File: src/hdl/gcov_pkg.sv
// gcov_pkg: shared types and constants for the grid coverage block
// no dependencies; imported by gcov_sq, gcov_div and the top module
package gcov_pkg;

  localparam int MAX_CIRCLES = 1024;
  localparam int MAX_SIDE    = 1024;

  localparam int ADDR_W   = $clog2(MAX_CIRCLES);
  localparam int COUNT_W  = $clog2(MAX_CIRCLES + 1);
  localparam int SIDE_W   = $clog2(MAX_SIDE + 1);
  localparam int IDX_W    = $clog2(MAX_SIDE);
  localparam int COORD_W  = 16;
  localparam int CIRCLE_W = 3 * COORD_W;
  // doubled cell centre (2*i+1)*cell_size
  localparam int POS_W    = IDX_W + 1 + COORD_W + 1;
  localparam int SQ_W     = 2 * POS_W;
  localparam int ACC_W    = SQ_W + 1;
  localparam int CELLS_W  = 21;
  localparam int FRAC_W   = 17;
  localparam int FRAC_SH  = 16;
  localparam int DIV_STEPS = FRAC_SH + 1;
  localparam int DIV_CNT_W = $clog2(DIV_STEPS + 1);
  localparam int IN_DATA_W  = CIRCLE_W;
  localparam int OUT_DATA_W = 64;

  localparam logic [SIDE_W-1:0]  CPS_RESET  = SIDE_W'(200);
  localparam logic [COORD_W-1:0] CSIZE_RESET = COORD_W'(128);

  typedef enum logic {
    REG_CELLS_PER_SIDE = 1'b0,
    REG_CELL_SIZE      = 1'b1
  } cfg_reg_t;

  typedef enum logic {
    CMD_ADD     = 1'b0,
    CMD_COMPUTE = 1'b1
  } cmd_t;

  typedef enum logic [3:0] {
    S_IDLE,
    S_START,
    S_TOTAL,
    S_RD,
    S_SQX,
    S_SQY,
    S_SQR,
    S_CMP,
    S_DIV,
    S_DIVW,
    S_OUT
  } state_t;

endpackage

File: src/hdl/gcov_sq.sv
// gcov_sq: shared squaring unit with registered product
// depends on gcov_pkg
module gcov_sq (
  input  logic                      clk,
  input  logic [gcov_pkg::POS_W-1:0] op,
  output logic [gcov_pkg::SQ_W-1:0]  sq
);
  import gcov_pkg::*;

  always_ff @(posedge clk) begin
    sq <= op * op;
  end

endmodule

File: config.mk
export PLATFORM = sky130hd
export DESIGN_NAME = gcov_sq
export DESIGN_NICKNAME = d
export VERILOG_FILES = /design/src/hdl/gcov_pkg.sv /design/src/hdl/gcov_sq.sv
export SDC_FILE = /design/constraint.sdc
export NUM_CORES = 2
export LEC_CHECK = 0
export ABC_AREA = 0
export BUFFER_PORTS_ARGS = -buffer_cell sky130_fd_sc_hd__buf_4
export CELL_PAD_IN_SITES_DETAIL_PLACEMENT = 2
export CELL_PAD_IN_SITES_GLOBAL_PLACEMENT = 2
export CORE_MARGIN = 1
export CORE_UTILIZATION = 38
export DETAILED_ROUTE_END_ITERATION = 8
export PLACE_DENSITY_LB_ADDON = 0.1
export SYNTH_ARGS = -nofsm -noshare
export SYNTH_HDL_FRONTEND = slang
export SYNTH_SLANG_ARGS = --single-unit
File: constraint.sdc
create_clock -name clk -period 8.3 [get_ports clk]
set_input_delay 1.66 -clock clk [delete_from_list [all_inputs] [get_ports clk]]
set_output_delay 1.66 -clock clk [all_outputs]
set_load 0.01 [all_outputs]
==> qor.yml <==
synthesis:
  syn_area_um2: 23600
  yosysTopAreaCellShare_pct: 51.0
  ys_ff_latch: 55
  ys_seq_area_share_pct: 4.66
  synth_fp_nets: 3415
  synthFlopType: "dfxtp_1"
  yosysTopAreaCell: "fa_1"
  synth_cell_types: 59
  syn_inst: 2566
  syn_avg_cell_area_um2: 9.21
  synthTopCellsByArea: "fa_1, inv_1, ha_1"
  async_reset_ff_share_pct: 0
  synth-edff-count: 0
  yosys_warnings: 0
finish:
  reg_top3: "sq x55"
  finalInstanceArea_um2: 27200
  num_antenna_cells: 0
  largest_reg_flops: 55
  layout-drive-gt1-share_pct: 13.5
  layout.nets: 3665
  areaGrowthSynthToFinish_pct: 15.2
  regMostFlops: "sq"
min_path:
  min_from: "op[0]"
  min_to: "sq[0]$_DFF_P_"
  hold_depth: 1
  min_path_type: "input port to register"
worst_setup_path:
  cpMaxStageDelayCell: "fa_1"
  critPathMaxFanout: 12
  endpoint_kind: "register"
  crit_type: "input port to register"
  crit_top_cell: "fa_1"
  worstPathArrival_ns: 8.27
  cp_slowest_stage_delay_ns: 0.61
  critPathRequiredTime_ns: 8.51
  start_kind: "input port"
timing:
  tightest_slew_ns: 0.550
  fmax_ghz: 0.124
  finalHoldViolations: 0
  max-slew-margin-rel_pct: 63.2
  min_period_ns: 8.06
  setup_violations: 0
  timing.final.ws_setup_ns: 0.239
  report.final.slew_viol_count: 0
  rsz0062_at_grt: "yes"
  finalCritPeriodShare_pct: 97.1
die:
  ios: 85
  num_rows: 91
  fp.dieW_um: 251
  die_h_um: 251
  initial_utilization_pct: 38.4
  coreArea_um2: 61600
  die-area_um2: 63200
route:
  wire_per_inst_um: 21.8
  drt-initial-drc-count: 527
  vias_per_cell: 4.78
  routed_wl_mm: 79.7
  drt_pass1_iterations: 4
  drc: 0
  vias: 17500
  ant_nets: 0
cts:
  path_clk_slew_ns: 0.09
  cts_buffer_depth: 2
  cts_num_sinks: 55
  cts_tree: "built"
  h-tree-depth: 2
  postCtsSetupRepairBufs: 0
  cts_buffers: 5
  cts_root_buffer: "clkbuf_16"
  cts_hold_buf: 0
place:
  placed_area_um2: 26900
  place_congestion: 0.863
  place_hpwl_mm: 71.0
  place_ws_ns: -0.501
  port_buffers: 83
grt:
  first_global_vias: 21700
  grt_max_degree: 24
  grt-ovfl-total: 0
  grtUsageTotal_pct: 26.4
  antenna_found_initial: 3
  grt_first_pass_wirelength_mm: 125
flow_run:
  cap_violations: 0
outcome:
  status: "finished, final reports clean"
## kinds of logic after synthesis
family,share of synthesized area [%]
buffers and inverters,14.9
adders and majority gates,62.5
and+or+nand+nor,10.2
AOI/OAI and AO/OA,5.12
xor gates and xnor gates,2.45
DFF,4.66
muxes,0.0900
other,0.0159
## area by class of cell
cell class / instances / area [um^2]
Inverter: 849 / 3190
Fill cell: 6751 / 34400
Tap cell: 837 / 1050
Clock buffer: 6 / 139
Multi-Input combinational cell: 1574 / 19100
Timing Repair Buffer: 331 / 2610
Clock inverter: 2 / 20.0
Sequential cell: 55 / 1100
## worst max path at each step
stage                start              to  slack (ns)
CTS                 op[12]  sq[51]$_DFF_P_        0.02
detailed placement  op[12]  sq[50]$_DFF_P_       -0.50
global placement    op[12]  sq[50]$_DFF_P_       -0.31
floorplan           op[16]  sq[50]$_DFF_P_        0.20
finish              op[22]  sq[51]$_DFF_P_        0.24
global route         op[3]  sq[53]$_DFF_P_       -0.01
## critical path, delay by kind of cell
family                   cells  cell delay [ns]
XOR/XNOR                     1             0.16
AND/OR/NAND/NOR              2             0.42
adder cells (fa/ha/maj)      8             3.96
AO/OA/AOI/OAI                7             1.25
buffers and inverters        7             0.80
## synth_stat cells, types with 18 or more instances
master and n:
inv_1 849, fa_1 602, nand2_1 230, ha_1 218, and2_1 154, clkbuf_1 82, a21oi_1 57, nor2_1 57
dfxtp_1 55, xnor2_1 39, o21ai_0 34, xor2_1 27, a21o_1 25, nand4_1 18
## through the flow
step / hold slack, ns / TNS (ns) / utilization, % / instances
floorplan: 1.69 / 0 / - / 2566
global placement: 2.02 / -1.47 / 43.7 / 3646
detailed placement: 2.01 / -4.40 / 43.7 / 3646
CTS: 1.66 / 0 / 44.0 / 3654
global route: 1.66 / -0.0168 / 44.2 / 3654
finish: 1.66 / 0 / 44.2 / 3654
## timing repair
action / in CTS / in global routing
pin swaps: 0 / 4
setup endpoints to repair: 5 / 17
gates resized for setup: 2 / 46
## cell usage in the layout (no fill, tap or decap), types with 9 or more instances in the layout
cell type / count
buf_6: 12
nor2b_1: 9
o21ai_0: 27
nor2_1: 53
buf_4: 312
dfxtp_1: 55
ha_1: 217
xor2_1: 27
o21ai_1: 11
fa_1: 602
inv_1: 849
a21o_1: 25
nand2_1: 230
xnor2_1: 39
and2_1: 154
nand4_1: 18
a21oi_1: 55
## routing by layer
metal  track usage, %  share of wire, %  vias to the layer above
li1                 -                 -                     7800
met3             2.02               1.9                       99
met1             30.6                39                     9360
met5                0             0.043                        -
met2             51.8                56                      189
met4             6.64               2.8                        4
Power is left out: the tool's default activity adds up to more than one toggle a clock period on the data nets, which glitch-free logic cannot reach.
