## config.mk

```make
export PLATFORM = sky130hd
export DESIGN_NAME = gcov_ram
export DESIGN_NICKNAME = d
export VERILOG_FILES = /design/src/hdl/gcov_ram.sv
export SDC_FILE = /design/constraint.sdc
export NUM_CORES = 1
export LEC_CHECK = 0
export ABC_AREA = 1
export ABC_CLOCK_PERIOD_IN_PS = 1300
export CAP_MARGIN = 20
export CORE_ASPECT_RATIO = 0.7
export CORE_MARGIN = 2
export CORE_UTILIZATION = 62
export CTS_BUF_LIST = sky130_fd_sc_hd__clkbuf_8
export DETAILED_ROUTE_END_ITERATION = 10
export DONT_BUFFER_PORTS = 1
export GPL_TIMING_DRIVEN = 0
export PLACE_DENSITY_LB_ADDON = 0.1
export SETUP_SLACK_MARGIN = 0.4
export SLEW_MARGIN = 20
export SYNTH_ARGS = -nofsm -noshare
export SYNTH_HDL_FRONTEND = slang
export SYNTH_SLANG_ARGS = --single-unit
```

## constraint.sdc

```tcl
create_clock -name clk -period 1.3 [get_ports clk]
set_input_delay 0.26 -clock clk [delete_from_list [all_inputs] [get_ports clk]]
set_output_delay 0.26 -clock clk [all_outputs]
set_load 0.02 [all_outputs]
```

## src/hdl/gcov_ram.sv

```systemverilog
// gcov_ram: generic single write port, single read port ram with registered read
// no dependencies
module gcov_ram #(
  parameter int WIDTH = 8,
  parameter int DEPTH = 16
) (
  input  logic                     clk,
  input  logic                     we,
  input  logic [$clog2(DEPTH)-1:0] waddr,
  input  logic [WIDTH-1:0]         wdata,
  input  logic [$clog2(DEPTH)-1:0] raddr,
  output logic [WIDTH-1:0]         rdata
);

  logic [WIDTH-1:0] mem [DEPTH];

  always_ff @(posedge clk) begin
    if (we) begin
      mem[waddr] <= wdata;
    end
    rdata <= mem[raddr];
  end

endmodule

```

==> results of run 1 <==
[how the worst max path moves through the flow]
stage,slack [ns],start,to
finish,0.21,rdata[4]$_DFF_P_,rdata[4]
global route,0.18,rdata[4]$_DFF_P_,rdata[4]
CTS,0.19,rdata[4]$_DFF_P_,rdata[4]
detailed placement,-0.11,waddr[3],mem[4][6]$_DFFE_PP_
global placement,-0.12,waddr[3],mem[4][6]$_DFFE_PP_
floorplan,0.17,waddr[2],mem[10][0]$_DFFE_PP_
[per-stage QoR]
step | util | cells | setup WS, ns | hold WS, ns
finish | 0.784 | 714 | 0.212 | -0.0954
global route | 0.784 | 714 | 0.185 | -0.120
CTS | 0.761 | 712 | 0.188 | -0.120
detailed placement | 0.684 | 675 | -0.111 | 0.360
global placement | 0.684 | 675 | -0.117 | 0.360
floorplan | - | 551 | 0.166 | 0.359
[power breakdown]
group / switching (mW) / internal [mW] / leakage (nW)
logic: 0.514 / 0.250 / 1.55
registers: 0.0652 / 4.90 / 1.23
clock network: 1.68 / 1.89 / 0.190
[routing by layer]
layer,routed length (µm),part of all wire
met1,6230,0.42
met2,6390,0.44
met3,1650,0.11
met4,388,0.026
met5,12,0.00082
[Yosys cell counts]
cell type / number / area, µm²
buf_1: 1 / 3.75
buf_2: 13 / 65.1
buf_4: 4 / 30.0
buf_6: 6 / 67.6
dfxtp_1: 8 / 160
edfxtp_1: 128 / 3840
inv_1: 100 / 375
inv_2: 2 / 7.51
nand2_1: 173 / 649
nand3_1: 97 / 485
nand3b_1: 2 / 15.0
nor2_1: 17 / 63.8
[registers in the layout, summed over array words and instances (netlist names)]
name / count
mem: 128
rdata: 8
[cell type report]
type | count | area, µm²
sequential | 136 | 4030
timing repair buffer | 7 | 77.6
tap | 124 | 155
buffer | 24 | 250
fill | 531 | 1950
multi-input combinational | 289 | 1760
clock buffer | 17 | 234
clock inverter | 15 | 176
inverter | 102 | 395
[what timing repair did]
action,CTS,global route
endpoints found under the setup margin,39,128
buffers inserted,0,2
endpoints found under the hold margin,128,48
gates resized for setup,63,46
pin swaps,28,20
[cells by family after synthesis]
kind of cell  Yosys count  synth area share
buf+inv               126            0.0952
flops                 136             0.694
simple gates          289             0.210
==> results.json, run 1 <==
{
  "status": "finished with violations",
  "violations": "hold timing",
  "tns_ns": 0,
  "die_width_um": 119,
  "nNetsFinal": 595,
  "grt_max_degree": 17,
  "ys_warn_count": 0,
  "initial_utilization": 0.638,
  "use_met3": 0.0754,
  "worst_setup_path_end_kind": "output pin",
  "irDropWorstVdd_v": 0.00125,
  "grt_pass1_vias": 3623,
  "hp-start": "wdata[0]",
  "grt_use_met1": 0.460,
  "synth_seq_cells": 136,
  "finalPower_mw": 9.31,
  "syn_area_mm2": 0.00577,
  "synth_cell_types": 12,
  "n_antenna_cell": 0,
  "portBuffers": 0,
  "fin_area_mm2": 0.00708,
  "wire_per_inst_um": 20.5,
  "cts-root-buf": "clkbuf_8",
  "grt_pass1_wl_um": 21400,
  "drv_cap": 0,
  "ctsHoldBuffers": 5,
  "crit_arrival_ns": 0.83,
  "cp_data_required_time_ns": 1.04,
  "dp.final_hpwl_um": 9020,
  "path_class": "register to output pin",
  "rows": 29,
  "tightest_slew_ns": 0.808,
  "hold_end": "mem[15][0]$_DFFE_PP_",
  "finalClockSkew_ns": 0.0112,
  "grtUsageTotal": 0.306,
  "first_iter_violations": 464,
  "start_kind": "register",
  "place_area_mm2": 0.00618,
  "synth_cells": 551,
  "syn-num-nets": 569,
  "drv_slew": 0,
  "r2r_setup_slack_ns": 0.31,
  "coreArea_mm2": 0.00903,
  "die_h_um": 84.7,
  "cts_buffers": 17,
  "layout_commonest_cell": "nand2_1",
  "worstHoldPathCells": 0,
  "gp_congestion": 0.991,
  "period_share": 0.837,
  "drc": 0,
  "drive_above_1_share": 0.308,
  "p_per_area_mw_per_mm2": 1310,
  "met2_usage": 0.429,
  "reg2regPathDepth": 6,
  "hold_path.class": "input pin to register",
  "rr_startpoint": "mem[15][0]$_DFFE_PP_",
  "drt_wl_total_um": 14700,
  "post_drt_via_cell_ratio": 5.62,
  "slew_headroom": 0.461,
  "clk_latency_ns": 0.45,
  "finalSetupViolCount": 0,
  "whs_ns": -0.0954,
  "reg2reg_to": "rdata[0]$_DFF_P_",
  "leakagePower_nw": 2.97,
  "seq_area_frac_synth": 0.694,
  "final_cell_mix": "nand2_1, edfxtp_1, inv_1",
  "cp_max_fo": 1,
  "dr_total_vias": 4010,
  "area_delta_synth_final_pct": 22.8,
  "grt_overflow_total": 0,
  "clkTransAtPathRegs_ns": 0.08,
  "cp.depth": 0,
  "top_usage_layer": "met1",
  "fmax_mhz": 919,
  "htree_levels": 4,
  "ant_nets": 0,
  "finalHoldViolations": 48,
  "syn_avg_cell_area_um2": 10.5,
  "cts_sinks": 136,
  "cts_tree": "built",
  "firstDrtPassIters": 6,
  "antenna_found_initial": 1,
  "min_period_ns": 1.09,
  "ios": 26,
  "max-clock-path-buffers": 2,
  "rsz0062_at_grt": "yes",
  "dieArea_mm2": 0.0101
}
Note: power is estimated with default switching activity, not from simulation.
==> run 2, diff against run 1 <==
ABC_AREA = 0   (was 1)
ABC_CLOCK_PERIOD_IN_PS = 910   (was 1300)
CORE_UTILIZATION = 59   (was 62)
clock period = 0.91 ns   (was 1.3 ns; I/O delays follow)
==> results.json, run 2 <==
{
  "syn_area_mm2": 0.00515,
  "portBuffers": 0,
  "clk_latency_ns": 0.44,
  "yosysMostFrequentCell": "edfxtp_1",
  "whs_ns": -0.170,
  "syn_avg_cell_area_um2": 22.5,
  "tightest_slew_ns": 0.968,
  "max-clock-path-buffers": 2,
  "cts_buffers": 17,
  "fin_util": 0.736,
  "initial_utilization": 0.607,
  "largest_reg_flops": 128,
  "tns_ns": -3.47,
  "synth-edff-count": 128,
  "largest_register": "mem",
  "grt_pass1_wl_um": 14400,
  "irDropWorstVdd_v": 0.00149,
  "coreArea_mm2": 0.00848,
  "worst_setup_path_end_kind": "register",
  "ant_nets": 0,
  "ios": 26,
  "synth_cells": 229,
  "firstDrtPassIters": 5,
  "synth_cell_types": 19,
  "drive_above_1_share": 0.473,
  "first_iter_violations": 188,
  "die_width_um": 116,
  "dieArea_mm2": 0.00950,
  "path_class": "register to register",
  "n_antenna_cell": 0,
  "yosysTopAreaCell": "edfxtp_1",
  "synthArstFlopShare": 0,
  "nNetsFinal": 282,
  "finalPower_mw": 12.6,
  "drv_cap": 0,
  "drc": 0,
  "slew_headroom": 0.352,
  "worst_slack_ns": -0.372,
  "fillCellCount": 473,
  "start_kind": "register",
  "reg_top3": "mem x128, rdata x8",
  "status": "finished with violations",
  "synth_top_area_frac": 0.747,
  "area_delta_synth_final_pct": 21.2,
  "grt_overflow_total": 0,
  "grt_max_degree": 17,
  "synth_flop_cell": "edfxtp_1",
  "p_per_area_mw_per_mm2": 2020,
  "yosys-top-cells-area": "edfxtp_1, mux4_2, mux4_1",
  "grtUsageTotal": 0.230,
  "final_cell_mix": "edfxtp_1, mux4_2, clkbuf_8",
  "cts_tree": "built",
  "cts_sinks": 136,
  "cp_max_fo": 1,
  "finalClockSkew_ns": 0.00521,
  "crit_arrival_ns": 1.61,
  "clkTransAtPathRegs_ns": 0.07,
  "synth_seq_cells": 136,
  "htree_levels": 4,
  "drv_slew": 0,
  "finalSetupViolCount": 16,
  "gp_congestion": 0.803,
  "die_h_um": 82.2,
  "finalHoldViolations": 128,
  "cts-root-buf": "clkbuf_8",
  "syn-num-nets": 247,
  "fmax_mhz": 780,
  "layout_commonest_cell": "edfxtp_1",
  "rsz0062_at_grt": "yes",
  "min_period_ns": 1.28,
  "antenna_found_initial": 0,
  "leakagePower_nw": 1.95,
  "yosys-top-cells-count": "edfxtp_1, mux4_2, a22oi_1",
  "seq_area_frac_synth": 0.778,
  "ys_warn_count": 0,
  "drt_wl_total_um": 9710,
  "grt_pass1_vias": 2538,
  "post_drt_via_cell_ratio": 6.00,
  "hold_path.class": "input pin to register",
  "period_share": 1.41,
  "cp_data_required_time_ns": 1.24,
  "dp.final_hpwl_um": 6220,
  "rows": 28,
  "violations": "hold timing, setup timing",
  "dr_total_vias": 2383,
  "wire_per_inst_um": 24.5
}
[run 2: cell count changes in the layout (fill, tap and decap cells not counted), sizes merged, moves of 5 or more]
cell          delta
nand2          -164
inv            -102
nand3           -96
mux4            +32
a22oi           +16
dlymetal6s4s     -5
[run 2: path summary, 6_finish.rpt]
kind / from / to / slack (ns) / cells after the start
hold / removal: wdata[0] / mem[14][0]$_DFFE_PP_ / -0.17 / 0
setup reg to reg: mem[10][2]$_DFFE_PP_ / rdata[2]$_DFF_P_ / -0.37 / 3
setup / recovery: mem[10][2]$_DFFE_PP_ / rdata[2]$_DFF_P_ / -0.37 / 3
hold reg to reg: mem[14][3]$_DFFE_PP_ / rdata[3]$_DFF_P_ / 0.69 / 3
[run 2: critical path: stages (launching register included)]
cell and delay, ns:
edfxtp_1 0.41, mux4_2 0.49, a22oi_2 0.19, nand2_1 0.08
[run 2: logic make-up (layout without fill, tap and decap cells)]
logic type             after synthesis  after routing  share of synthesized area
AOI/OAI and AO/OA                   16             16                     0.0233
buffers and inverters               10             58                     0.0168
DFF                                136            136                      0.778
muxes                               32             32                      0.150
and+or+nand+nor                     35             35                     0.0318
[run 2: per-layer routing]
layer	vias up	part of all wire	GRT usage
li1	1030	-	-
met1	1239	0.41	0.316
met2	101	0.49	0.343
met3	13	0.081	0.0912
met4	0	0.013	0.0833
met5	-	0	0
[run 2: repair_timing]
item                       in CTS  in global routing
setup endpoints to repair     120                128
buffers inserted               15                  1
pin swaps                      16                 11
hold endpoints to repair      128                128
gates resized for setup        16                  7
[run 2: cell type report]
cell class,count,area (µm²),area share
Sequential cell,136,4030,0.647
Tap cell,120,150,0.0241
Multi-Input combinational cell,83,1240,0.199
Timing Repair Buffer,16,294,0.0471
Clock buffer,17,234,0.0375
Clock inverter,15,163,0.0261
Buffer,10,120,0.0193
[run 2: power breakdown]
part	switching (mW)	total [mW]	internal [mW]
registers	0.0960	7.11	7.01
logic	0.313	0.643	0.330
clock network	2.21	4.87	2.66
[run 2: through the flow]
step | setup slack [ns] | hold WS (ns) | instance area [µm²] | instances
4_1_cts | -0.364 | -0.198 | 6180 | 396
6_report | -0.372 | -0.170 | 6240 | 397
5_1_grt | -0.417 | -0.211 | 6240 | 397
2_1_floorplan | -0.375 | 0.281 | 5310 | 229
3_3_place_gp | -0.566 | 0.282 | 5460 | 349
3_5_place_dp | -0.595 | 0.282 | 5460 | 349
==> run 3, diff against run 2 <==
HOLD_SLACK_MARGIN = 0.15   (was not set)
SETUP_SLACK_MARGIN = 0.3   (was 0.4)
==> results.json, run 3 (synthesized netlist as in run 2, its figures left out) <==
{
  "hold_end": "mem[12][6]$_DFFE_PP_",
  "crit_arrival_ns": 1.60,
  "fin_cells": 400,
  "die_h_um": 82.2,
  "die_width_um": 116,
  "largest_reg_flops": 128,
  "status": "finished with violations",
  "area_delta_synth_final_pct": 20.9,
  "fin_area_mm2": 0.00622,
  "dp.final_hpwl_um": 6180,
  "largest_register": "mem",
  "ant_nets": 0,
  "violations": "hold timing, setup timing",
  "grt_max_degree": 17,
  "hold_path.class": "input pin to register",
  "portBuffers": 0,
  "grtUsageTotal": 0.237,
  "irDropWorstVdd_v": 0.00120,
  "place_area_mm2": 0.00543,
  "fillCellCount": 493,
  "nNetsFinal": 285,
  "cts_tree": "built",
  "hp-start": "wdata[6]",
  "first_iter_violations": 224,
  "period_share": 1.41,
  "drive_above_1_share": 0.471,
  "cts-root-buf": "clkbuf_8",
  "reg2regPathDepth": 3,
  "slew_headroom": 0.403,
  "p_per_area_mw_per_mm2": 1970,
  "post_drt_via_cell_ratio": 6.13,
  "cp_data_required_time_ns": 1.22,
  "final_cell_mix": "edfxtp_1, mux4_2, clkbuf_8",
  "rsz0062_at_grt": "yes",
  "clk_latency_ns": 0.43,
  "finalSetupViolCount": 16,
  "firstDrtPassIters": 4,
  "initial_utilization": 0.607,
  "gp_congestion": 0.803,
  "leakagePower_nw": 1.96,
  "drv_cap": 0,
  "cts_buffers": 17,
  "drv_slew": 0,
  "worst_setup_path_end_kind": "register",
  "fmax_mhz": 780,
  "rows": 28,
  "multi_input_area_mm2": 0.00123,
  "drc": 0,
  "reg_top3": "mem x128, rdata x8",
  "n_antenna_cell": 0,
  "finalPower_mw": 12.2,
  "layout_commonest_cell": "edfxtp_1",
  "regArea_mm2": 0.00403,
  "cts_sinks": 136,
  "finalClockSkew_ns": 0.00700,
  "start_kind": "register",
  "antenna_found_initial": 0,
  "worstHoldPathCells": 0,
  "htree_levels": 4,
  "grt_pass1_vias": 2600,
  "grt_overflow_total": 0,
  "fin_util": 0.734,
  "wire_per_inst_um": 24.8,
  "place_ws_ns": -0.587,
  "cp_max_fo": 1,
  "clkTransAtPathRegs_ns": 0.08,
  "tightest_slew_ns": 0.892,
  "reg2reg_to": "rdata[4]$_DFF_P_",
  "grt_pass1_wl_um": 15000,
  "max-clock-path-buffers": 2,
  "r2r_setup_slack_ns": -0.37,
  "path_class": "register to register",
  "worst_slack_ns": -0.372,
  "rr_startpoint": "mem[10][4]$_DFFE_PP_",
  "coreArea_mm2": 0.00848,
  "drt_wl_total_um": 9930,
  "place_inst": 349,
  "tns_ns": -3.24,
  "whs_ns": -0.159,
  "dr_total_vias": 2453,
  "ios": 26,
  "finalHoldViolations": 128,
  "dieArea_mm2": 0.00950,
  "min_period_ns": 1.28
}
## run 3: cell count changes in the layout (fill, tap and decap cells not counted), sizes merged
cell | previous run | this run
inv | 2 | 1
clkbuf | 17 | 19
buf | 23 | 26
clkinvlp | 6 | 2
clkinv | 4 | 9
bufinv | 3 | 1
## run 3: what timing repair did
action,in CTS,in global routing
buffers inserted,18,1
endpoints found under the setup margin,120,112
resized for setup,33,5
hold endpoints to repair,194,186
pin swaps,18,11
## run 3: how the worst max path moves through the flow
stage / from / depth (start not counted) / to
final: mem[10][4]$_DFFE_PP_ / 3 / rdata[4]$_DFF_P_
after global placement: waddr[2] / 2 / mem[0][1]$_DFFE_PP_
after floorplan: waddr[2] / 2 / mem[0][0]$_DFFE_PP_
after detailed placement: waddr[2] / 2 / mem[0][2]$_DFFE_PP_
after global routing: mem[11][4]$_DFFE_PP_ / 3 / rdata[4]$_DFF_P_
after CTS: mem[3][0]$_DFFE_PP_ / 3 / rdata[0]$_DFF_P_
## run 3: final cells by class
class                           instances  area share
Sequential cell                       136       0.648
Buffer                                 10      0.0193
Clock buffer                           19      0.0420
Multi-Input combinational cell         83       0.198
Clock inverter                         13      0.0167
Timing Repair Buffer                   19      0.0515
Tap cell                              120      0.0241
## run 3: power by group
group	leakage [nW]	internal [mW]	switching [mW]	total, mW
Combinational	0.549	0.332	0.307	0.639
Clock	0.186	2.27	2.22	4.50
Sequential	1.23	7.01	0.0976	7.11
## run 3: layer usage
metal | wire [µm] | share of wire | vias to the layer above | GRT usage
li1 | - | - | 1038 | -
met1 | 4030 | 0.41 | 1282 | 0.313
met2 | 4900 | 0.49 | 114 | 0.356
met3 | 791 | 0.080 | 19 | 0.0985
met4 | 208 | 0.021 | 0 | 0.101
met5 | 0 | 0 | - | 0
## run 3: critical path: stages, from the launching register on
cell and delay, ns:
edfxtp_1 0.40, mux4_2 0.48, a22oi_2 0.22, nand2_1 0.07
