<file path="src/hdl/gcov_pkg.sv">
// gcov_pkg: shared types and constants for the grid coverage block
// no dependencies; imported by gcov_sq, gcov_div and the top module
package gcov_pkg;

  localparam int MAX_CIRCLES = 1024;
  localparam int MAX_SIDE    = 1024;

  localparam int ADDR_W   = $clog2(MAX_CIRCLES);
  localparam int COUNT_W  = $clog2(MAX_CIRCLES + 1);
  localparam int SIDE_W   = $clog2(MAX_SIDE + 1);
  localparam int IDX_W    = $clog2(MAX_SIDE);
  localparam int COORD_W  = 16;
  localparam int CIRCLE_W = 3 * COORD_W;
  // doubled cell centre (2*i+1)*cell_size
  localparam int POS_W    = IDX_W + 1 + COORD_W + 1;
  localparam int SQ_W     = 2 * POS_W;
  localparam int ACC_W    = SQ_W + 1;
  localparam int CELLS_W  = 21;
  localparam int FRAC_W   = 17;
  localparam int FRAC_SH  = 16;
  localparam int DIV_STEPS = FRAC_SH + 1;
  localparam int DIV_CNT_W = $clog2(DIV_STEPS + 1);
  localparam int IN_DATA_W  = CIRCLE_W;
  localparam int OUT_DATA_W = 64;

  localparam logic [SIDE_W-1:0]  CPS_RESET  = SIDE_W'(200);
  localparam logic [COORD_W-1:0] CSIZE_RESET = COORD_W'(128);

  typedef enum logic {
    REG_CELLS_PER_SIDE = 1'b0,
    REG_CELL_SIZE      = 1'b1
  } cfg_reg_t;

  typedef enum logic {
    CMD_ADD     = 1'b0,
    CMD_COMPUTE = 1'b1
  } cmd_t;

  typedef enum logic [3:0] {
    S_IDLE,
    S_START,
    S_TOTAL,
    S_RD,
    S_SQX,
    S_SQY,
    S_SQR,
    S_CMP,
    S_DIV,
    S_DIVW,
    S_OUT
  } state_t;

endpackage

</file>
<file path="src/hdl/gcov_div.sv">
// gcov_div: restoring divider, one quotient bit per cycle, gives covered*2^16/total
// depends on gcov_pkg; expects covered <= total and total > 0
module gcov_div (
  input  logic                        clk,
  input  logic                        rst,
  input  logic                        start,
  input  logic [gcov_pkg::CELLS_W-1:0] covered,
  input  logic [gcov_pkg::CELLS_W-1:0] total,
  output logic                        done,
  output logic [gcov_pkg::FRAC_W-1:0]  quot
);
  import gcov_pkg::*;

  logic [CELLS_W:0]   rem;
  logic [DIV_CNT_W-1:0] cnt;
  logic               busy;
  logic               ge;
  logic [CELLS_W:0]   rem_sub;

  assign ge      = rem >= {1'b0, total};
  assign rem_sub = ge ? rem - {1'b0, total} : rem;

  always_ff @(posedge clk) begin
    if (rst) begin
      busy <= 1'b0;
      done <= 1'b0;
      cnt  <= '0;
    end else begin
      done <= 1'b0;
      if (start) begin
        busy <= 1'b1;
        cnt  <= DIV_CNT_W'(DIV_STEPS);
      end else if (busy) begin
        cnt <= cnt - 1'b1;
        if (cnt == DIV_CNT_W'(1)) begin
          busy <= 1'b0;
          done <= 1'b1;
        end
      end
    end
  end

  always_ff @(posedge clk) begin
    if (start) begin
      rem  <= {1'b0, covered};
      quot <= '0;
    end else if (busy) begin
      // remainder stays below total, so the shift cannot lose a bit
      rem  <= {rem_sub[CELLS_W-1:0], 1'b0};
      quot <= {quot[FRAC_W-2:0], ge};
    end
  end

endmodule

</file>
<file path="config.mk">
export PLATFORM = sky130hd
export DESIGN_NAME = gcov_div
export DESIGN_NICKNAME = d
export VERILOG_FILES = /design/src/hdl/gcov_pkg.sv /design/src/hdl/gcov_div.sv
export SDC_FILE = /design/constraint.sdc
export NUM_CORES = 1
export LEC_CHECK = 0
export BUFFER_PORTS_ARGS = -buffer_cell sky130_fd_sc_hd__buf_2
export CAP_MARGIN = 25
export CORE_MARGIN = 2
export CORE_UTILIZATION = 60
export CTS_BUF_LIST = sky130_fd_sc_hd__clkbuf_16
export DETAILED_ROUTE_END_ITERATION = 8
export GPL_TIMING_DRIVEN = 0
export HOLD_SLACK_MARGIN = 0.08
export MAX_ROUTING_LAYER = met4
export PLACE_DENSITY = 0.85
export SYNTH_ARGS = -nofsm -noshare
export SYNTH_HDL_FRONTEND = slang
export SYNTH_SLANG_ARGS = --single-unit
</file>
<file path="constraint.sdc">
create_clock -name clk -period 8.28 [get_ports clk]
set_clock_uncertainty 0.15 [all_clocks]
set_input_delay 0.828 -clock clk [delete_from_list [all_inputs] [get_ports clk]]
set_output_delay 0.828 -clock clk [all_outputs]
set_load 0.02 [all_outputs]
</file>
==> results of run 1 <==
[worst max-delay path, stage by stage]
cell,delay (ns)
sky130_fd_sc_hd__buf_2,0.08
sky130_fd_sc_hd__ha_1,0.17
sky130_fd_sc_hd__inv_1,0.07
sky130_fd_sc_hd__fa_1,0.44
sky130_fd_sc_hd__a211oi_2,0.28
sky130_fd_sc_hd__o21ai_1,0.19
sky130_fd_sc_hd__a31oi_4,0.21
sky130_fd_sc_hd__o211ai_2,0.15
sky130_fd_sc_hd__a31oi_4,0.29
sky130_fd_sc_hd__buf_6,0.22
sky130_fd_sc_hd__nor3_1,0.07
sky130_fd_sc_hd__a221o_1,0.30
[power by group through the flow]
stage | Sequential (µW) | Combinational, µW | Clock (µW)
after detailed placement | 297 | 392 | 0
after floorplan | 291 | 311 | 0
after global placement | 295 | 385 | 0
after global routing | 295 | 446 | 221
final | 292 | 407 | 211
after CTS | 292 | 399 | 212
[kinds of logic (layout without fill, tap and decap cells)]
kind of cell / Yosys count / after routing / share of synthesized area (%)
buffers and inverters: 46 / 116 / 6.00
flip-flops: 46 / 46 / 34.1
adder cells (fa/ha/maj): 24 / 24 / 9.29
XOR/XNOR: 21 / 21 / 5.55
AND/OR/NAND/NOR: 113 / 113 / 17.6
multiplexers: 23 / 23 / 6.99
AO/OA/AOI/OAI: 90 / 90 / 20.5
[stage by stage]
stage               total power (µW)  area, µm²  instances  utilization, %
finish                           909       3870        505            71.6
global route                     963       3870        505            71.6
detailed placement               689       3710        497            68.7
floorplan                        602       3310        363               -
global placement                 679       3710        497            68.7
CTS                              903       3870        505            71.6
[layout by cell type, fill, tap and decap left out, types with 3 or more instances in the layout]
master,count
sky130_fd_sc_hd__ha_1,23
sky130_fd_sc_hd__o21a_1,4
sky130_fd_sc_hd__edfxtp_1,21
sky130_fd_sc_hd__a211oi_2,3
sky130_fd_sc_hd__nand2_1,27
sky130_fd_sc_hd__buf_1,5
sky130_fd_sc_hd__clkbuf_16,5
sky130_fd_sc_hd__xor2_1,13
sky130_fd_sc_hd__o311ai_1,8
sky130_fd_sc_hd__mux2i_1,22
sky130_fd_sc_hd__nand3_1,5
sky130_fd_sc_hd__clkbuf_1,7
sky130_fd_sc_hd__o21ai_0,14
sky130_fd_sc_hd__nor3_1,8
sky130_fd_sc_hd__buf_2,65
sky130_fd_sc_hd__a21oi_1,16
sky130_fd_sc_hd__and2_1,4
sky130_fd_sc_hd__xnor2_1,8
sky130_fd_sc_hd__and3b_1,4
sky130_fd_sc_hd__nand2b_1,3
sky130_fd_sc_hd__a221o_1,6
sky130_fd_sc_hd__inv_1,28
sky130_fd_sc_hd__buf_6,3
sky130_fd_sc_hd__a21o_1,7
sky130_fd_sc_hd__nand3b_1,8
sky130_fd_sc_hd__nor2b_1,5
sky130_fd_sc_hd__o21ai_1,6
sky130_fd_sc_hd__a31oi_1,3
sky130_fd_sc_hd__dfxtp_1,25
sky130_fd_sc_hd__nor2_1,37
[area by class of cell]
cell class / instances / area share [%]
Tap cell: 72 / 2.33
Multi-Input combinational cell: 271 / 51.3
Clock inverter: 3 / 0.744
Buffer: 18 / 2.43
Sequential cell: 46 / 29.2
Inverter: 28 / 2.72
Timing Repair Buffer: 62 / 8.02
Clock buffer: 5 / 3.24
[routing by layer]
metal / vias to the layer above / share of wire, %
met3: 18 / 7.2
met1: 1395 / 43
met5: - / 0
met4: 0 / 2.3
li1: 1453 / -
met2: 146 / 48
[path summary, 6_finish.rpt]
check	start	to	slack, ns	cells after the start
worst max register to register	rem[0]	rem[15]	5.02	12
worst max-delay path	total[0]	rem[15]	4.86	12
worst min-delay path	quot[16]	quot[16]	0.35	2
worst min register to register	quot[16]	quot[16]	0.35	2
[flip-flops by register name, summed over array words and instances (netlist names)]
signal  flops
done        1
cnt         5
rem        22
quot       17
busy        1
==> impl_summary.txt, run 1 <==
----------------------------------------------------
[Synthesis]
  Number of instances in the synthesized netlist ... 363
  Distinct cell type count after synthesis ... 57
  Area share of the largest cell type after synthesis ... 19.0%
  Fraction of registers with async set or reset after synthesis ... 0%
  Average cell area after synthesis ... 9.13 µm²
  Cell area after synthesis ... 0.00331 mm²
  Sequential share of the synthesized area ... 34.1%
  #FFs+latches synth ... 46
  Cell type with the highest aggregate area in the netlist ... sky130_fd_sc_hd__edfxtp_1
  Biggest area contributors in the synthesized netlist ... sky130_fd_sc_hd__edfxtp_1, sky130_fd_sc_hd__dfxtp_1, sky130_fd_sc_hd__ha_1
  Dominant synthesized flop cell ... sky130_fd_sc_hd__dfxtp_1
  Count of flip-flops with a built-in enable after synthesis ... 21
  Synthesized net count ... 432
  Ranking of synthesized cells by instance count ... sky130_fd_sc_hd__nor2_1, sky130_fd_sc_hd__inv_1, sky130_fd_sc_hd__nand2_1
  Yosys warning total ... 0
  Most used standard cell by instance count after synthesis ... sky130_fd_sc_hd__nor2_1

[Timing]
  Accumulated negative setup slack ... 0 ns
  Post-layout minimum cycle time ... 3.42 ns
  Final Max Tran Viols ... 0
  Worst-Margin Slew ... 0.666 ns
  WHS ... 0.346 ns
  Final cycle utilization of the critical path ... 41.3%
  Tightest slew margin relative to the limit ... 55.6%
  Final hold viol count ... 0
  Setup repair after global routing missed its margin ... no
  Post-layout worst setup margin ... 4.86 ns
  Max Clock Freq ... 292 MHz
  Setup violation total in the final timing report ... 0

[Power and ir drop]
  Largest vdd supply drop ... 0.000128 V
  Share of total power in sequential cells ... 32.1%
  Combinational share of power ... 44.7%
  Net switching component of the power ... 350 µW
  Clk network pwr share ... 23.2%
  Power Density ... 235 mW/mm²
  Leakage power figure ... 0.00176 µW
  Switch share ... 38.5%
  Internal power ... 559 µW

[Clock network]
  CTS Buffer Depth ... 2
  Total clock buffers created by CTS ... 5
  Hold buffers post-CTS ... 0
  CTS tree ... yes
  Clock latency of the later-clocked register in the worst-skew pair ... 0.29 ns
  Sinks on Clock Net ... 46
  Resized Gates After CTS ... 0
  Total number of H-tree levels ... 2
  Clock transition at the registers of the reported paths ... 0.07 ns
  Total setup buffers inserted after CTS ... 0
  Clock root cell ... sky130_fd_sc_hd__clkbuf_16

[Global routing]
  Met2 capacity usage during global routing ... 47.2%
  First-pass GRT wire length ... 13500 µm
  GRT overflow ... 0
  GR Layer Usage met1 ... 35.2%
  GRT Resource Usage Total ... 28.6%
  Layer with the highest usage after global routing ... met2
  GR Util met3 ... 4.71%
  Pin count of the biggest net entering global routing ... 22
  Initial antenna violation count ... 0
  Via count of the first global-routing pass ... 2947

[Placement]
  RD Place Congestion ... 0.863
  Pre-CTS setup slack ... 4.63 ns
  Placed wire-length estimate after detailed placement ... 5790 µm
  Port bufs ... 62

[Finish]
  Signed area change from the synthesized netlist to the final layout ... 16.7%
  Sequential cell area ... 0.00113 mm²
  Antenna diode count ... 0
  Filler Cells Inserted ... 442
  Fraction of final layout cells sized beyond drive strength 1 ... 21.2%
  Nets ... 501
  Multi-input gate area ... 0.00198 mm²

[Floorplanning]
  Number of top-level pins ... 63
  Die boundary height ... 78.3 µm
  Initial core utilization ... 61.3%
  Horizontal die dimension ... 78.3 µm
  Area of the core ... 0.00541 mm²
  Die Area ... 0.00613 mm²
  Site row count ... 27

[Route]
  Iter 0 DRT Violations ... 239
  Vias per cell ... 5.96
  Total number of vias ... 3012
  TritonRoute pass-1 iters ... 6
  Overall routed net length ... 8080 µm
  Remaining design rule violation count ... 0
  Remaining antenna violation count ... 0
  Average wire per standard cell ... 16.0 µm

[Critical path]
  CP Data Required Time ... 8.16 ns
  Kind of capture point of the worst setup path ... flop
  Category of the most critical setup path ... input pin to flop
  Critical-path maximum fanout ... 10
  CP startpoint kind ... input pin
  Data arrival at the endpoint of the critical path ... 3.31 ns

[Status]
  Status ... complete, no violations

[Flow run]
  Maxcap violations ... 0

[Worst hold path]
  Worst hold path class ... flop to flop

----------------------------------------------------
Power figures use the tool's default switching activity.
==> run 2: changes to the inputs <==
--- a/config.mk
+++ b/config.mk
@@ -8,13 +8,13 @@
 export BUFFER_PORTS_ARGS = -buffer_cell sky130_fd_sc_hd__buf_2
 export CAP_MARGIN = 25
 export CORE_MARGIN = 2
-export CORE_UTILIZATION = 60
+export CORE_UTILIZATION = 56
 export CTS_BUF_LIST = sky130_fd_sc_hd__clkbuf_16
 export DETAILED_ROUTE_END_ITERATION = 8
 export GPL_TIMING_DRIVEN = 0
 export HOLD_SLACK_MARGIN = 0.08
 export MAX_ROUTING_LAYER = met4
-export PLACE_DENSITY = 0.85
+export PLACE_DENSITY = 0.81
 export SYNTH_ARGS = -nofsm -noshare
 export SYNTH_HDL_FRONTEND = slang
 export SYNTH_SLANG_ARGS = --single-unit
==> constraint.sdc (replaced) <==
create_clock -name clk -period 3.5 [get_ports clk]
set_clock_uncertainty 0.15 [all_clocks]
set_input_delay 0.35 -clock clk [delete_from_list [all_inputs] [get_ports clk]]
set_output_delay 0.35 -clock clk [all_outputs]
set_load 0.02 [all_outputs]
==> run 2 against run 1 <==
Design area about the same; register-to-register slack lost 4.8 ns; global-route usage down 0.91 points; critical endpoint unchanged; sequential share of layout area is essentially flat; setup slack got worse by 4.6 ns; die area grew 6.8%; clock power is 140% higher; worst hold slack lost 0.18 ns; sequential power up 140%.
==> impl_summary.txt, run 2 (same netlist as run 1, synthesis figures left out) <==
----------------------------------------------------
[Placement]
  Placed wire-length estimate after detailed placement ... 6030 µm (+4.1%)
  Port bufs ... 62 (unchanged)
  Number of cells in the design after placement ... 500 (+0.60%)
  Pre-CTS setup slack ... 0.306 ns (-4.33 ns)
  RD Place Congestion ... 0.932 (+8.0%)

[Finish]
  Antenna diode count ... 0 (unchanged)
  Fraction of final layout cells sized beyond drive strength 1 ... 21.2% (unchanged)
  Signed area change from the synthesized netlist to the final layout ... 16.8% (about the same)
  Commonest cells after routing, fill and taps aside ... sky130_fd_sc_hd__buf_2, sky130_fd_sc_hd__nor2_1, sky130_fd_sc_hd__inv_1
  Nets ... 501 (unchanged)
  Final non-filler cell total ... 508 (+0.59%)
  Most common library cell in the layout ignoring fill and taps ... sky130_fd_sc_hd__buf_2
  Fraction of the core area covered by cells at the end of the flow ... 66.5% (-5.0 points)
  Largest registers ... rem: 22 flops, quot: 17 flops, cnt: 5 flops
  Top register by number of flip-flops ... rem
  Max FFs per register ... 22 (unchanged)

[Critical path]
  CP max stage delay ... 0.44 ns (about the same)
  Cell-by-cell trace of the critical path ... inv_1 > ha_1 > inv_1 > fa_1 > a211oi_2 > o21ai_1 > a31oi_4 > o211ai_2 > a31oi_4 > buf_6 > nor3_1 > a221o_1
  CP Data Required Time ... 3.38 ns (-4.78 ns)
  Data arrival at the endpoint of the critical path ... 3.17 ns (-0.14 ns)
  CP Buf/Inv Count ... 3 (unchanged)
  Kind of capture point of the worst setup path ... flop
  Crit-path slowest cell ... sky130_fd_sc_hd__fa_1
  Category of the most critical setup path ... flop to flop
  CP startpoint kind ... flop
  Dominant delay contributor by cell family on the critical path ... compound AO/OA/AOI/OAI gates
  R2R Setup Slk ... 0.21 ns (-4.81 ns)
  Critical-path maximum fanout ... 10 (unchanged)

[Clock network]
  Hold buffers post-CTS ... 0 (unchanged)
  Clock latency of the later-clocked register in the worst-skew pair ... 0.29 ns (about the same)
  Total setup buffers inserted after CTS ... 0 (unchanged)
  Total number of H-tree levels ... 2 (unchanged)
  Clock root cell ... sky130_fd_sc_hd__clkbuf_16
  Total clock buffers created by CTS ... 5 (unchanged)
  Sinks on Clock Net ... 46 (unchanged)
  CTS tree ... yes
  Resized Gates After CTS ... 0 (unchanged)
  Clock transition at the registers of the reported paths ... 0.07 ns (about the same)
  CTS Buffer Depth ... 2 (unchanged)

[Global routing]
  Initial antenna violation count ... 0 (unchanged)
  GRT Resource Usage Total ... 27.7% (-0.91 points)
  First-pass GRT wire length ... 13700 µm (+1.2%)
  Pin count of the biggest net entering global routing ... 22 (unchanged)
  GRT overflow ... 0 (unchanged)
  Via count of the first global-routing pass ... 3030 (+2.8%)

[Power and ir drop]
  Power Density ... 557 mW/mm² (+140%)
  Switch share ... 38.5% (about the same)
  Share of total power in sequential cells ... 32.1% (about the same)
  Clk network pwr share ... 23.0% (-0.2 points)
  Combinational share of power ... 44.9% (+0.2 points)
  Internal power ... 1320 µW (+140%)
  Largest vdd supply drop ... 0.000335 V (+160%)
  Net switching component of the power ... 829 µW (+140%)
  Leakage power figure ... 0.00176 µW (about the same)

[Timing]
  Post-layout worst setup margin ... 0.209 ns (-4.65 ns)
  WHS ... 0.167 ns (-0.179 ns)
  Post-layout minimum cycle time ... 3.29 ns
  Setup violation total in the final timing report ... 0 (unchanged)
  Final hold viol count ... 0 (unchanged)
  Tightest slew margin relative to the limit ... 56.1% (+0.52 points)
  Final cycle utilization of the critical path ... 94.0%
  Max Clock Freq ... 304 MHz
  Worst-Margin Slew ... 0.659 ns (-0.00779 ns)
  Accumulated negative setup slack ... 0 ns (unchanged)
  Setup repair after global routing missed its margin ... no
  Final Max Tran Viols ... 0 (unchanged)

[Floorplanning]
  Area of the core ... 0.00582 mm² (+7.6%)
  Initial core utilization ... 57.0% (-4.3 points)
  Die Area ... 0.00655 mm² (+6.8%)
  Die boundary height ... 80.9 µm (+3.3%)
  Number of top-level pins ... 63 (unchanged)
  Site row count ... 28 (+3.7%)
  Horizontal die dimension ... 80.9 µm (+3.3%)

[Route]
  Remaining antenna violation count ... 0 (unchanged)
  Overall routed net length ... 8250 µm (+2.1%)
  Remaining design rule violation count ... 0 (unchanged)
  Vias per cell ... 5.90 (-1.1%)
  Iter 0 DRT Violations ... 216 (-9.6%)
  Total number of vias ... 2997 (-0.50%)
  TritonRoute pass-1 iters ... 7 (+1)
  Average wire per standard cell ... 16.2 µm (+1.5%)

[Status]
  Status ... complete, no violations

[Worst hold path]
  Worst hold path class ... input pin to flop

[Flow run]
  Maxcap violations ... 0 (unchanged)

----------------------------------------------------
-- run 2: routing by layer --
layer  vias to the layer above  track usage [%]  wire, µm
li1                       1456                -         -
met1                      1349             34.2      3460
met2                       157             44.4      3870
met3                        35             5.11       656
met4                         0             12.0       263
met5                         -                -         0
-- run 2: layout make-up --
class | instances | area (µm²)
Multi-Input combinational cell | 271 | 1980
Fill cell | 511 | 1950
Sequential cell | 46 | 1130
Timing Repair Buffer | 62 | 310
Clock buffer | 5 | 125
Inverter | 28 | 105
Buffer | 18 | 93.8
Tap cell | 75 | 93.8
Clock inverter | 3 | 26.3
-- run 2: worst paths after layout --
check | startpoint | to | depth (start not counted)
worst max-delay path | rem[0] | rem[15] | 12
worst min-delay path | rst | cnt[3] | 2
worst max register to register | rem[0] | rem[15] | 12
worst min register to register | quot[16] | quot[16] | 2
-- run 2: power groups by stage --
stage | logic [µW] | registers, µW | clock network, µW
2_1_floorplan | 736 | 689 | 0
3_3_place_gp | 913 | 697 | 0
3_5_place_dp | 938 | 703 | 0
4_1_cts | 950 | 691 | 500
5_1_grt | 1060 | 699 | 521
6_report | 966 | 692 | 496
-- run 2: through the flow --
step	total power, µW	area (µm²)
after CTS	2140	3870
final	2150	3870
after global routing	2280	3870
after detailed placement	1640	3720
after global placement	1610	3720
after floorplan	1430	3310
==> run 3: changes to the inputs <==
--- a/config.mk
+++ b/config.mk
@@ -8,13 +8,13 @@
 export BUFFER_PORTS_ARGS = -buffer_cell sky130_fd_sc_hd__buf_2
 export CAP_MARGIN = 25
 export CORE_MARGIN = 2
-export CORE_UTILIZATION = 56
+export CORE_UTILIZATION = 60
 export CTS_BUF_LIST = sky130_fd_sc_hd__clkbuf_16
 export DETAILED_ROUTE_END_ITERATION = 8
 export GPL_TIMING_DRIVEN = 0
 export HOLD_SLACK_MARGIN = 0.08
 export MAX_ROUTING_LAYER = met4
-export PLACE_DENSITY = 0.81
+export PLACE_DENSITY = 0.85
 export SYNTH_ARGS = -nofsm -noshare
 export SYNTH_HDL_FRONTEND = slang
 export SYNTH_SLANG_ARGS = --single-unit
==> constraint.sdc (replaced) <==
create_clock -name clk -period 4 [get_ports clk]
set_clock_uncertainty 0.15 [all_clocks]
set_input_delay 0.4 -clock clk [delete_from_list [all_inputs] [get_ports clk]]
set_output_delay 0.4 -clock clk [all_outputs]
set_load 0.02 [all_outputs]
==> run 3 against run 2 <==
Sequential power fell by 13%; utilization increased by 5.0 points; fmax grew 1.4%; power fell by 13%; design area about the same; routed wire length fell by 2.5%; non-clock buffer count unchanged; combinational power is 13% lower; final cell count decreased by 0.59%; clock power down 12%; critical path type unchanged.
==> impl_summary.txt, run 3 (same netlist as run 1, synthesis figures left out) <==
----------------------------------------------------
[Clock network]
  Clock transition at the registers of the reported paths ... 0.07 ns (about the same)
  Total setup buffers inserted after CTS ... 0 (unchanged)
  Total number of H-tree levels ... 2 (unchanged)
  Clock latency of the later-clocked register in the worst-skew pair ... 0.29 ns (about the same)
  CTS tree ... yes
  Clock root cell ... sky130_fd_sc_hd__clkbuf_16
  Total clock buffers created by CTS ... 5 (unchanged)
  Sinks on Clock Net ... 46 (unchanged)
  Resized Gates After CTS ... 0 (unchanged)
  CTS Buffer Depth ... 2 (unchanged)
  Hold buffers post-CTS ... 0 (unchanged)

[Route]
  Vias per cell ... 5.94 (+0.76%)
  Iter 0 DRT Violations ... 312 (+44%)
  Overall routed net length ... 8040 µm (-2.5%)
  Average wire per standard cell ... 15.9 µm (-1.9%)
  Remaining design rule violation count ... 0 (unchanged)
  Total number of vias ... 3002 (+0.17%)
  Remaining antenna violation count ... 0 (unchanged)
  TritonRoute pass-1 iters ... 5 (-2)

[Timing]
  Final Max Tran Viols ... 0 (unchanged)
  Setup repair after global routing missed its margin ... no
  Post-layout minimum cycle time ... 3.25 ns (-0.0446 ns)
  Post-layout worst setup margin ... 0.754 ns (+0.545 ns)
  Accumulated negative setup slack ... 0 ns (unchanged)
  Final cycle utilization of the critical path ... 81.2% (-13 points)
  WHS ... 0.214 ns (+0.0476 ns)
  Max Clock Freq ... 308 MHz (+1.4%)
  Worst-Margin Slew ... 0.667 ns (+0.00811 ns)
  Tightest slew margin relative to the limit ... 55.6% (-0.54 points)
  Setup violation total in the final timing report ... 0 (unchanged)
  Final hold viol count ... 0 (unchanged)

[Power and ir drop]
  Power Density ... 486 mW/mm² (-13%)
  Largest vdd supply drop ... 0.000264 V (-21%)
  Leakage power figure ... 0.00176 µW (about the same)
  Total power ... 1880 µW (-13%)

[Finish]
  Max FFs per register ... 22 (unchanged)
  Filler Cells Inserted ... 442 (-14%)
  Nets ... 501 (unchanged)
  Commonest cells after routing, fill and taps aside ... sky130_fd_sc_hd__buf_2, sky130_fd_sc_hd__nor2_1, sky130_fd_sc_hd__inv_1
  Fraction of final layout cells sized beyond drive strength 1 ... 21.2% (unchanged)
  Top register by number of flip-flops ... rem
  Signed area change from the synthesized netlist to the final layout ... 16.7% (about the same)
  Most common library cell in the layout ignoring fill and taps ... sky130_fd_sc_hd__buf_2
  Post-route design area ... 0.00387 mm² (about the same)
  Antenna diode count ... 0 (unchanged)
  Largest registers ... rem: 22 flops, quot: 17 flops, cnt: 5 flops

[Critical path]
  CP Data Required Time ... 3.88 ns (+0.50 ns)
  CP max stage delay ... 0.44 ns (about the same)
  Dominant delay contributor by cell family on the critical path ... compound AO/OA/AOI/OAI gates
  Critical-path maximum fanout ... 10 (unchanged)
  Category of the most critical setup path ... flop to flop
  CP startpoint kind ... flop
  CP Buf/Inv Count ... 3 (unchanged)
  Kind of capture point of the worst setup path ... flop
  Data arrival at the endpoint of the critical path ... 3.13 ns (-0.04 ns)
  Cell-by-cell trace of the critical path ... inv_1 > ha_1 > inv_1 > fa_1 > a211oi_2 > o21ai_1 > a31oi_4 > o211ai_2 > a31oi_4 > buf_6 > nor3_1 > a221o_1
  Crit-path slowest cell ... sky130_fd_sc_hd__fa_1

[Placement]
  Placed wire-length estimate after detailed placement ... 5790 µm (-3.9%)
  Cell area after placement ... 0.00371 mm² (-0.10%)
  Pre-CTS setup slack ... 0.781 ns (+0.475 ns)
  RD Place Congestion ... 0.863 (-7.4%)
  Port bufs ... 62 (unchanged)

[Status]
  Status ... complete, no violations

[Worst hold path]
  Worst hold path class ... input pin to flop

[Floorplanning]
  Site row count ... 27 (-3.6%)
  Number of top-level pins ... 63 (unchanged)
  Horizontal die dimension ... 78.3 µm (-3.2%)
  Die Area ... 0.00613 mm² (-6.3%)
  Initial core utilization ... 61.3% (+4.3 points)
  Area of the core ... 0.00541 mm² (-7.1%)
  Die boundary height ... 78.3 µm (-3.2%)

[Global routing]
  Via count of the first global-routing pass ... 2938 (-3.0%)
  Initial antenna violation count ... 0 (unchanged)
  GRT overflow ... 0 (unchanged)
  Pin count of the biggest net entering global routing ... 22 (unchanged)
  GRT Resource Usage Total ... 28.7% (+1.0 points)
  First-pass GRT wire length ... 13600 µm (-0.80%)

[Flow run]
  Maxcap violations ... 0 (unchanged)

----------------------------------------------------
==> run 3: cell count changes in the layout (fill, tap and decap cells not counted), sizes merged <==
cell,before,now
clkinv,0,1
inv,31,30
==> run 3: per-stage QoR <==
stage	instances	util (%)
4_1_cts	505	71.6
3_3_place_gp	497	68.7
2_1_floorplan	363	-
3_5_place_dp	497	68.7
6_report	505	71.6
5_1_grt	505	71.6
==> run 3: area by class of cell <==
class	instances	area, µm²	area share [%]
flip-flops and latches	46	1130	29.2
clock inverters	3	28.8	0.744
clock buffers	5	125	3.24
inverters	28	105	2.72
multi-input cells	271	1980	51.3
plain buffers	18	93.8	2.43
well taps	72	90.1	2.33
repair buffers	62	310	8.02
==> run 3: power breakdown <==
part | switching (µW) | internal (µW)
clock network | 196 | 240
logic | 490 | 350
registers | 36.6 | 569
total | 723 | 1160
==> run 3: path summary, 6_finish.rpt <==
check,slack (ns),start,depth (start not counted),end
max,0.75,rem[0],12,rem[15]
min,0.21,rst,2,cnt[0]
max reg2reg,0.75,rem[0],12,rem[15]
min reg2reg,0.35,quot[16],2,quot[16]
==> run 3: routing by layer <==
metal | up-vias | global-route usage, % | part of all wire (%)
li1 | 1452 | - | -
met1 | 1387 | 35.3 | 42
met2 | 142 | 47.3 | 48
met3 | 21 | 4.71 | 7.0
met4 | 0 | 11.4 | 2.4
met5 | - | - | 0
